File: config.mk
export PLATFORM = sky130hd
export DESIGN_NAME = digest_auth_header_parser_unit
export DESIGN_NICKNAME = d
export VERILOG_FILES = /design/src/rtl/core/dahp_pkg.sv /design/src/rtl/core/dahp_front.sv /design/src/rtl/core/dahp_queue.sv /design/src/rtl/core/dahp_back.sv /design/src/rtl/core/digest_auth_header_parser_unit.sv
export SDC_FILE = /design/constraint.sdc
export NUM_CORES = 1
export LEC_CHECK = 0
export BUFFER_PORTS_ARGS = -buffer_cell sky130_fd_sc_hd__buf_4
export CORE_UTILIZATION = 58
export CTS_CLUSTER_SIZE = 30
export DETAILED_ROUTE_END_ITERATION = 12
export PLACE_DENSITY_LB_ADDON = 0.12
export SLEW_MARGIN = 30
export SYNTH_ARGS = -nofsm -noshare
export SYNTH_HDL_FRONTEND = slang
export SYNTH_SLANG_ARGS = --single-unit
File: constraint.sdc
create_clock -name clk -period 3.8 [get_ports clk]
set_input_delay 0.76 -clock clk [delete_from_list [all_inputs] [get_ports clk]]
set_output_delay 0.76 -clock clk [all_outputs]
set_load 0.01 [all_outputs]
File: src/rtl/core/dahp_pkg.sv
// shared types, codes and key name tables for the digest header parser
`default_nettype none
package dahp_pkg;

  localparam int FIELD_COUNT = 5;
  localparam logic [2:0] NO_FIELD = 3'd5;
  localparam logic [4:0] ALL_FIELDS = 5'h1f;

  localparam logic [7:0] CHAR_QUOTE = 8'h22;
  localparam logic [7:0] CHAR_EQUAL = 8'h3d;
  localparam logic [7:0] CHAR_NUL = 8'h00;

  // result kinds
  localparam logic [1:0] KIND_BYTE = 2'd0;
  localparam logic [1:0] KIND_COMMIT = 2'd1;
  localparam logic [1:0] KIND_FINISH = 2'd2;

  // byte classes decided by the front end
  typedef enum logic [2:0] {
    CLS_ALNUM,
    CLS_QUOTE,
    CLS_EQUAL,
    CLS_NUL,
    CLS_OTHER
  } cls_t;

  typedef struct packed {
    logic [7:0] data;
    logic [7:0] lower;
    cls_t cls;
  } tok_t;

  // length of each field name
  function automatic logic [3:0] field_len(input logic [2:0] idx);
    logic [3:0] len;
    unique case (idx)
      3'd0: len = 4'd8;
      3'd1: len = 4'd5;
      3'd2: len = 4'd5;
      3'd3: len = 4'd3;
      3'd4: len = 4'd8;
      default: len = 4'd0;
    endcase
    return len;
  endfunction

  // character of a field name at a given position, lower case
  function automatic logic [7:0] name_char(input logic [2:0] idx, input logic [3:0] pos);
    logic [63:0] name;
    logic [2:0] sel;
    unique case (idx)
      3'd0: name = "username";
      3'd1: name = {"realm", 24'h0};
      3'd2: name = {"nonce", 24'h0};
      3'd3: name = {"uri", 40'h0};
      3'd4: name = "response";
      default: name = 64'h0;
    endcase
    sel = 3'd7 - pos[2:0];
    return pos[3] ? 8'h00 : name[{sel, 3'b000} +: 8];
  endfunction

endpackage
`default_nettype wire

File: src/rtl/core/dahp_front.sv
// front end: classifies each header byte and hands it to the token queue
`default_nettype none
module dahp_front
  import dahp_pkg::*;
(
  input  wire logic       in_valid,
  output logic            in_ready,
  input  wire logic [7:0] header_byte,
  input  wire logic       q_ready,
  output logic            q_push,
  output tok_t            q_tok
);

  logic is_digit;
  logic is_upper;
  logic is_lower;

  assign is_digit = (header_byte >= 8'h30) && (header_byte <= 8'h39);
  assign is_upper = (header_byte >= 8'h41) && (header_byte <= 8'h5a);
  assign is_lower = (header_byte >= 8'h61) && (header_byte <= 8'h7a);

  assign in_ready = q_ready;
  assign q_push = in_valid && q_ready;

  always_comb begin
    q_tok.data = header_byte;
    q_tok.lower = is_upper ? header_byte + 8'h20 : header_byte;
    priority if (is_digit || is_upper || is_lower) begin
      q_tok.cls = CLS_ALNUM;
    end else if (header_byte == CHAR_QUOTE) begin
      q_tok.cls = CLS_QUOTE;
    end else if (header_byte == CHAR_EQUAL) begin
      q_tok.cls = CLS_EQUAL;
    end else if (header_byte == CHAR_NUL) begin
      q_tok.cls = CLS_NUL;
    end else begin
      q_tok.cls = CLS_OTHER;
    end
  end

endmodule
`default_nettype wire

File: src/rtl/core/dahp_queue.sv
// small token queue between the front end and the parser
`default_nettype none
module dahp_queue
  import dahp_pkg::*;
#(
  parameter int DEPTH = 4
) (
  input  wire logic clk,
  input  wire logic rst,
  input  wire logic push,
  input  wire tok_t push_tok,
  output logic      push_ready,
  input  wire logic pop,
  output logic      pop_valid,
  output tok_t      pop_tok
);

  localparam int PW = (DEPTH > 1) ? $clog2(DEPTH) : 1;
  localparam int CW = $clog2(DEPTH + 1);

  tok_t mem [DEPTH];
  logic [PW-1:0] wr_ptr;
  logic [PW-1:0] rd_ptr;
  logic [CW-1:0] count;
  logic do_push;
  logic do_pop;

  assign push_ready = (count != CW'(DEPTH));
  assign pop_valid = (count != '0);
  assign pop_tok = mem[rd_ptr];
  assign do_push = push && push_ready;
  assign do_pop = pop && pop_valid;

  always_ff @(posedge clk) begin
    if (do_push) begin
      mem[wr_ptr] <= push_tok;
    end
  end

  always_ff @(posedge clk) begin
    if (rst) begin
      wr_ptr <= '0;
      rd_ptr <= '0;
      count <= '0;
    end else begin
      if (do_push) begin
        wr_ptr <= (wr_ptr == PW'(DEPTH - 1)) ? '0 : wr_ptr + PW'(1);
      end
      if (do_pop) begin
        rd_ptr <= (rd_ptr == PW'(DEPTH - 1)) ? '0 : rd_ptr + PW'(1);
      end
      if (do_push && !do_pop) begin
        count <= count + CW'(1);
      end else if (do_pop && !do_push) begin
        count <= count - CW'(1);
      end
    end
  end

endmodule
`default_nettype wire

File: src/rtl/core/dahp_back.sv
// back end: key, value and quoted-string parser with its output register
`default_nettype none
module dahp_back
  import dahp_pkg::*;
(
  input  wire logic       clk,
  input  wire logic       rst,
  input  wire logic       tok_valid,
  input  wire tok_t       tok,
  output logic            tok_pop,
  output logic            out_valid,
  input  wire logic       out_ready,
  output logic [1:0]      kind,
  output logic [2:0]      field_id,
  output logic [7:0]      value_byte,
  output logic [4:0]      present_mask,
  output logic            complete,
  output logic            last_of_run
);

  typedef enum logic [1:0] {
    MODE_KEY,
    MODE_VALUE,
    MODE_QUOTED,
    MODE_SPARE
  } mode_t;

  mode_t mode, mode_next;
  logic [3:0] key_pos, key_pos_next;
  logic [4:0] cands, cands_next;
  logic [2:0] cur, cur_next;
  logic [4:0] seen, seen_next;

  logic can_load;
  logic known;
  logic emit;
  logic [1:0] r_kind;
  logic [2:0] r_field;
  logic [7:0] r_byte;
  logic [4:0] r_mask;
  logic r_last;
  logic do_finish;
  logic [4:0] match_cands;
  logic [2:0] close_field;

  assign can_load = !out_valid || out_ready;
  assign known = (cur < NO_FIELD);

  // per-name compare of the incoming key character
  always_comb begin
    for (int i = 0; i < FIELD_COUNT; i++) begin
      match_cands[i] = cands[i] && (key_pos < field_len(3'(i))) &&
                       (name_char(3'(i), key_pos) == tok.lower);
    end
  end

  // name whose full length was matched when '=' arrives
  always_comb begin
    close_field = NO_FIELD;
    for (int i = 0; i < FIELD_COUNT; i++) begin
      if (cands[i] && (field_len(3'(i)) == key_pos)) begin
        close_field = 3'(i);
      end
    end
  end

  always_comb begin
    mode_next = mode;
    key_pos_next = key_pos;
    cands_next = cands;
    cur_next = cur;
    seen_next = seen;
    tok_pop = 1'b0;
    emit = 1'b0;
    do_finish = 1'b0;
    r_kind = KIND_BYTE;
    r_field = cur;
    r_byte = tok.data;
    r_mask = '0;
    r_last = 1'b1;
    if (tok_valid && can_load) begin
      tok_pop = 1'b1;
      unique case (mode)
        MODE_QUOTED: begin
          if (tok.cls == CLS_QUOTE) begin
            mode_next = MODE_VALUE;
          end else if (tok.cls == CLS_NUL) begin
            do_finish = 1'b1;
          end else begin
            emit = known;
          end
        end
        MODE_VALUE: begin
          priority if (tok.cls == CLS_ALNUM) begin
            emit = known;
          end else if (tok.cls == CLS_QUOTE) begin
            mode_next = MODE_QUOTED;
          end else if (known) begin
            // commit; a NUL terminator stays queued and finishes once the output register can load
            emit = 1'b1;
            r_kind = KIND_COMMIT;
            r_byte = '0;
            r_last = (tok.cls != CLS_NUL);
            tok_pop = (tok.cls != CLS_NUL);
            seen_next = seen | (5'b00001 << cur);
            cur_next = NO_FIELD;
            mode_next = MODE_KEY;
          end else if (tok.cls == CLS_NUL) begin
            do_finish = 1'b1;
          end else begin
            cur_next = NO_FIELD;
            mode_next = MODE_KEY;
          end
        end
        MODE_KEY, MODE_SPARE: begin
          priority if (tok.cls == CLS_ALNUM) begin
            cands_next = match_cands;
            key_pos_next = (key_pos == 4'hf) ? key_pos : key_pos + 4'd1;
          end else if (tok.cls == CLS_EQUAL) begin
            cur_next = close_field;
            key_pos_next = '0;
            cands_next = ALL_FIELDS;
            mode_next = MODE_VALUE;
          end else if (tok.cls == CLS_NUL) begin
            do_finish = 1'b1;
          end else begin
            mode_next = mode;
          end
        end
        default: begin
          mode_next = MODE_KEY;
        end
      endcase
      if (do_finish) begin
        emit = 1'b1;
        r_kind = KIND_FINISH;
        r_field = '0;
        r_byte = '0;
        r_mask = seen;
        r_last = 1'b1;
        mode_next = MODE_KEY;
        key_pos_next = '0;
        cands_next = ALL_FIELDS;
        cur_next = NO_FIELD;
        seen_next = '0;
      end
    end
  end

  always_ff @(posedge clk) begin
    if (rst) begin
      mode <= MODE_KEY;
      key_pos <= '0;
      cands <= ALL_FIELDS;
      cur <= NO_FIELD;
      seen <= '0;
      out_valid <= 1'b0;
    end else begin
      mode <= mode_next;
      key_pos <= key_pos_next;
      cands <= cands_next;
      cur <= cur_next;
      seen <= seen_next;
      if (emit) begin
        out_valid <= 1'b1;
      end else if (out_ready) begin
        out_valid <= 1'b0;
      end
    end
  end

  always_ff @(posedge clk) begin
    if (emit) begin
      kind <= r_kind;
      field_id <= r_field;
      value_byte <= r_byte;
      present_mask <= r_mask;
      complete <= (r_kind == KIND_FINISH) && (r_mask == ALL_FIELDS);
      last_of_run <= r_last;
    end
  end

endmodule
`default_nettype wire

File: src/rtl/core/digest_auth_header_parser_unit.sv
// top level of the digest authorization header parser
//
//  channel   dir   handshake               payload
//  -------   ---   ---------------------   ---------------------------------
//  input     in    in_valid / in_ready     header_byte
//  output    out   out_valid / out_ready   kind, field_id, value_byte,
//                                          present_mask, complete, last_of_run
//
// one header byte a cycle while the token queue has room; each byte gives at most
// one result a cycle from the parser, so a NUL that closes a known value gives
// a commit and then a finish at the parser stage
// an accepted byte passes the token queue and output register to result valid
// reset clears the parser state, the token queue and the output valid
// input stalls only when the token queue is full; the parser stalls only
// while the output register holds an unaccepted result
`default_nettype none
module digest_auth_header_parser_unit
  import dahp_pkg::*;
#(
  parameter int QUEUE_DEPTH = 4
) (
  input  wire logic       clk,
  input  wire logic       rst,
  input  wire logic       in_valid,
  output logic            in_ready,
  input  wire logic [7:0] header_byte,
  output logic            out_valid,
  input  wire logic       out_ready,
  output logic [1:0]      kind,
  output logic [2:0]      field_id,
  output logic [7:0]      value_byte,
  output logic [4:0]      present_mask,
  output logic            complete,
  output logic            last_of_run
);

  // classified request from the front end
  logic q_ready;
  logic q_push;
  tok_t q_tok;

  // head of the queue seen by the parser
  logic head_valid;
  logic head_pop;
  tok_t head_tok;

  // front end: byte classification and case folding
  dahp_front u_front (
    .in_valid    (in_valid),
    .in_ready    (in_ready),
    .header_byte (header_byte),
    .q_ready     (q_ready),
    .q_push      (q_push),
    .q_tok       (q_tok)
  );

  // decouples input acceptance from result backpressure
  dahp_queue #(
    .DEPTH (QUEUE_DEPTH)
  ) u_queue (
    .clk        (clk),
    .rst        (rst),
    .push       (q_push),
    .push_tok   (q_tok),
    .push_ready (q_ready),
    .pop        (head_pop),
    .pop_valid  (head_valid),
    .pop_tok    (head_tok)
  );

  // parser state machine and result register
  dahp_back u_back (
    .clk          (clk),
    .rst          (rst),
    .tok_valid    (head_valid),
    .tok          (head_tok),
    .tok_pop      (head_pop),
    .out_valid    (out_valid),
    .out_ready    (out_ready),
    .kind         (kind),
    .field_id     (field_id),
    .value_byte   (value_byte),
    .present_mask (present_mask),
    .complete     (complete),
    .last_of_run  (last_of_run)
  );

`ifndef SYNTHESIS
  // a finish always closes the run of its byte
  a_finish_last: assert property (@(posedge clk) disable iff (rst)
    out_valid && (kind == KIND_FINISH) |-> last_of_run)
    else $error("finish result without last_of_run");

  // complete agrees with the reported mask
  a_complete_mask: assert property (@(posedge clk) disable iff (rst)
    out_valid && (kind == KIND_FINISH) |-> (complete == (present_mask == ALL_FIELDS)))
    else $error("complete disagrees with present_mask");

  // a commit that is not last belongs to a terminator: finish follows at once
  a_commit_then_finish: assert property (@(posedge clk) disable iff (rst)
    out_valid && out_ready && (kind == KIND_COMMIT) && !last_of_run
    |=> out_valid && (kind == KIND_FINISH))
    else $error("terminator commit not followed by finish");

  // only value byte results carry a byte
  a_byte_zero: assert property (@(posedge clk) disable iff (rst)
    out_valid && (kind != KIND_BYTE) |-> (value_byte == 8'h00))
    else $error("value_byte set on a non-byte result");
`endif

endmodule
`default_nettype wire
==> metrics <==
status=finished clean; min Tclk post-route=3180 ps; Clk pwr share=18.2%; Post-Synthesis Cells=439; Reg power frac=39.9%; Fillers=684; most frequent cells in the layout=edfxtp_1, buf_4, nor2_1; clk_lat worst skew=370 ps; DRT iter0 DRCs=175; DIE WIDTH=97.5 um; Vias/cell=6.08; synthesized flop and latch total=105; crit path DAT=3480 ps; Setup Buffers After CTS=0; H-tree Lvls=3; Starting Density=60.4%; worst-margin pin slew=846 ps; Residual DRC=0; CP startpoint kind=register; die area=0.00951 mm^2; FP Rows=34; Post-Synthesis Cell Area=0.00529 mm^2; Setup TNS=0 ps; area delta synth->final=9.65%; CP max stage cell=dfxtp_1; final worst slack=624 ps; largest family of logic cells by synthesized area=simple AND/OR/NAND/NOR gates; gr usage total=22.4%; required time worst endpoint=4100 ps; internal power=0.00246 W; nets@finish=495; Synth cell types=70; Layout Skew=8.74 ps; Setup-failing EPs final=0; # diodes=0; post-route ant nets=0; multiplexer share of the synthesized area=8.65%; core area=0.00876 mm^2; combinational share of power=41.9%; max incr delay on CP=600 ps; RSZ-0062 raised after global routing=false; final core utilization=66.2%; cells resized by post-CTS repair=0; sequential cell area fraction in the yosys report=54.1%; clk sink count=105; Final HPWL DP=7.15 mm; CP delay by family, top=simple AND/OR/NAND/NOR gates; Worst Path Class, Setup=reg2reg; fin crit share=83.6%; TritonCTS Buffers=9; Worst Hold Class=reg2reg; Synth Area in Compound Gates=11.0%; Leak=2.00 nW; simple-gate area share of the yosys netlist=14.5%; Vias=3503; die height=97.5 um; pins over their slew limit=0; DP Worst Slack=542 ps; post-synthesis adder-cell area fraction=4.87%; Yosys warning count=0; fmax=315 MHz; final hold vios=0; fraction of layout cells with a size suffix above 1=17.3%; cts hold-fix bufs=0; CTS max path bufs=2; IO Port Bufs=33; Maximum Capacitance Violations=0; Slew headroom=43.1%; switching share of power=37.1%; first-pass GRT wire length=16.6 mm; CP Cell Sequence=mux4_2 > nand3b_1 > o21ai_1 > ha_1 > inv_1 > fa_1 > xor2_1 > or3_1 > a21oi_1; initial antenna violation count=0; VDD IR max=0.000356 V; async set-reset flop share out of synthesis=0%; Wirelength per Cell=17.7 um; drt first pass iters=5; Post-synth EDFFs=76; Mapped Avg Cell Area=12.1 um^2; CP bufs+invs=1; CP Max Fanout=12; CTS root buf=clkbuf_8; Clock transition at path regs=100 ps; PD cells=675 mW/mm^2; GRT Residual Overflow=0; largest net degree at the start of global routing=25; Primary FF master, synth=edfxtp_1; commonest non-fill, non-tap cell in the layout=edfxtp_1; Placer Congestion=0.937; Net Count, Synth=471; switching power=0.00145 W; CTS tree=yes; Synth Area in XOR/XNOR=3.64%; number of global-route vias before repair=3345; Crit. End Element=register; Routed Wire Length=10.2 mm; I/O pin count=34
cell usage after synthesis, drive strengths merged, types with 3 or more instances:
cell    instances  area share [%]
or3             4            0.57
ha             19             4.5
o21ai          16             1.5
o22ai           3            0.35
nor3b           3            0.43
a21oi          20             1.9
xnor2          15             2.5
nand4           3            0.35
inv            14            0.99
buf            10             1.2
mux2i          12             2.3
o21a            3            0.43
nor2           35             2.5
a41oi           4            0.66
nand2b          8            0.95
nand3          11             1.0
edfxtp         76              43
o31ai           5            0.71
and2            9             1.1
or2             5            0.59
nor2b          16             1.9
dfxtp          29              11
a31oi           3            0.35
nor4            4            0.59
mux4           14             6.0
clkbuf         13            0.92
nand2          13            0.92
and3            7            0.83
a221oi          3            0.61
xor2            7             1.2
nor3           15             1.4
per-layer routing:
| metal | vias to the layer above | GRT usage [%] | wire [um] |
|---|---|---|---|
| met4 | 0 | 7.24 | 123 |
| met5 | - | 0 | 0 |
| met3 | 12 | 4.89 | 447 |
| met2 | 90 | 35.9 | 4940 |
| li1 | 1692 | - | - |
| met1 | 1709 | 30.6 | 4690 |
tightest hold or removal path, delay by kind of cell, from the launching register on:
kind | cells | cell delay (ps)
AOI/OAI and AO/OA | 1 | 50
DFF | 1 | 350
and+or+nand+nor | 1 | 70
logic make-up (layout without fill, tap and decap cells):
| logic type | Yosys count | after routing |
|---|---|---|
| compound gates | 84 | 84 |
| xor+xnor | 22 | 22 |
| fa+ha+maj | 20 | 20 |
| buf+inv | 39 | 68 |
| flops | 105 | 105 |
| mux | 28 | 28 |
| simple gates | 141 | 141 |
through the flow:
step	cell area (um^2)	hold slack [ps]	power, W	instances
3_5_place_dp	5590	470	0.00321	560
4_1_cts	5800	493	0.00393	576
5_1_grt	5800	528	0.00417	576
2_1_floorplan	5290	437	0.00286	439
3_3_place_gp	5590	458	0.00317	560
6_report	5800	489	0.00392	576
power groups by stage:
stage | clock [W] | sequential, W | combinational [W]
2_1_floorplan | 0 | 0.00154 | 0.00133
4_1_cts | 0.000729 | 0.00157 | 0.00163
5_1_grt | 0.000776 | 0.00159 | 0.00181
6_report | 0.000713 | 0.00157 | 0.00164
3_3_place_gp | 0 | 0.00158 | 0.00159
3_5_place_dp | 0 | 0.00159 | 0.00162
state kept, by name (all words and copies together) (netlist names), named ones only:
name,cells
u_queue.count,3
u_back.cands,5
u_back.key_pos,4
u_queue.wr_ptr,2
u_back.mode,2
u_back.present_mask,5
u_back.value_byte,8
u_queue.mem,56
u_back.seen,5
u_back.cur,3
u_back.out_valid,1
u_back.field_id,3
u_queue.rd_ptr,2
u_back.complete,1
u_back.kind,2
u_back.last_of_run,1
final timing paths:
| kind | start | end | slack (ps) | cells past startpoint |
|---|---|---|---|---|
| worst max-delay path | register | u_queue.count[2] | 620 | 9 |
| worst min-delay path | u_back.seen[0] | u_back.seen[0] | 490 | 2 |
| worst max register to register | register | u_queue.count[2] | 620 | 9 |
| worst min register to register | u_back.seen[0] | u_back.seen[0] | 490 | 2 |
layout make-up:
class	instances	area, um^2	area share [%]
clock buffer	9	124	2.13
sequential	105	2860	49.3
inverter	16	60.1	1.03
timing repair buffer	36	270	4.66
clock inverter	7	83.8	1.44
multi-input combinational	295	2270	39.1
tap	108	135	2.33
(Power assumes the default switching activity.)
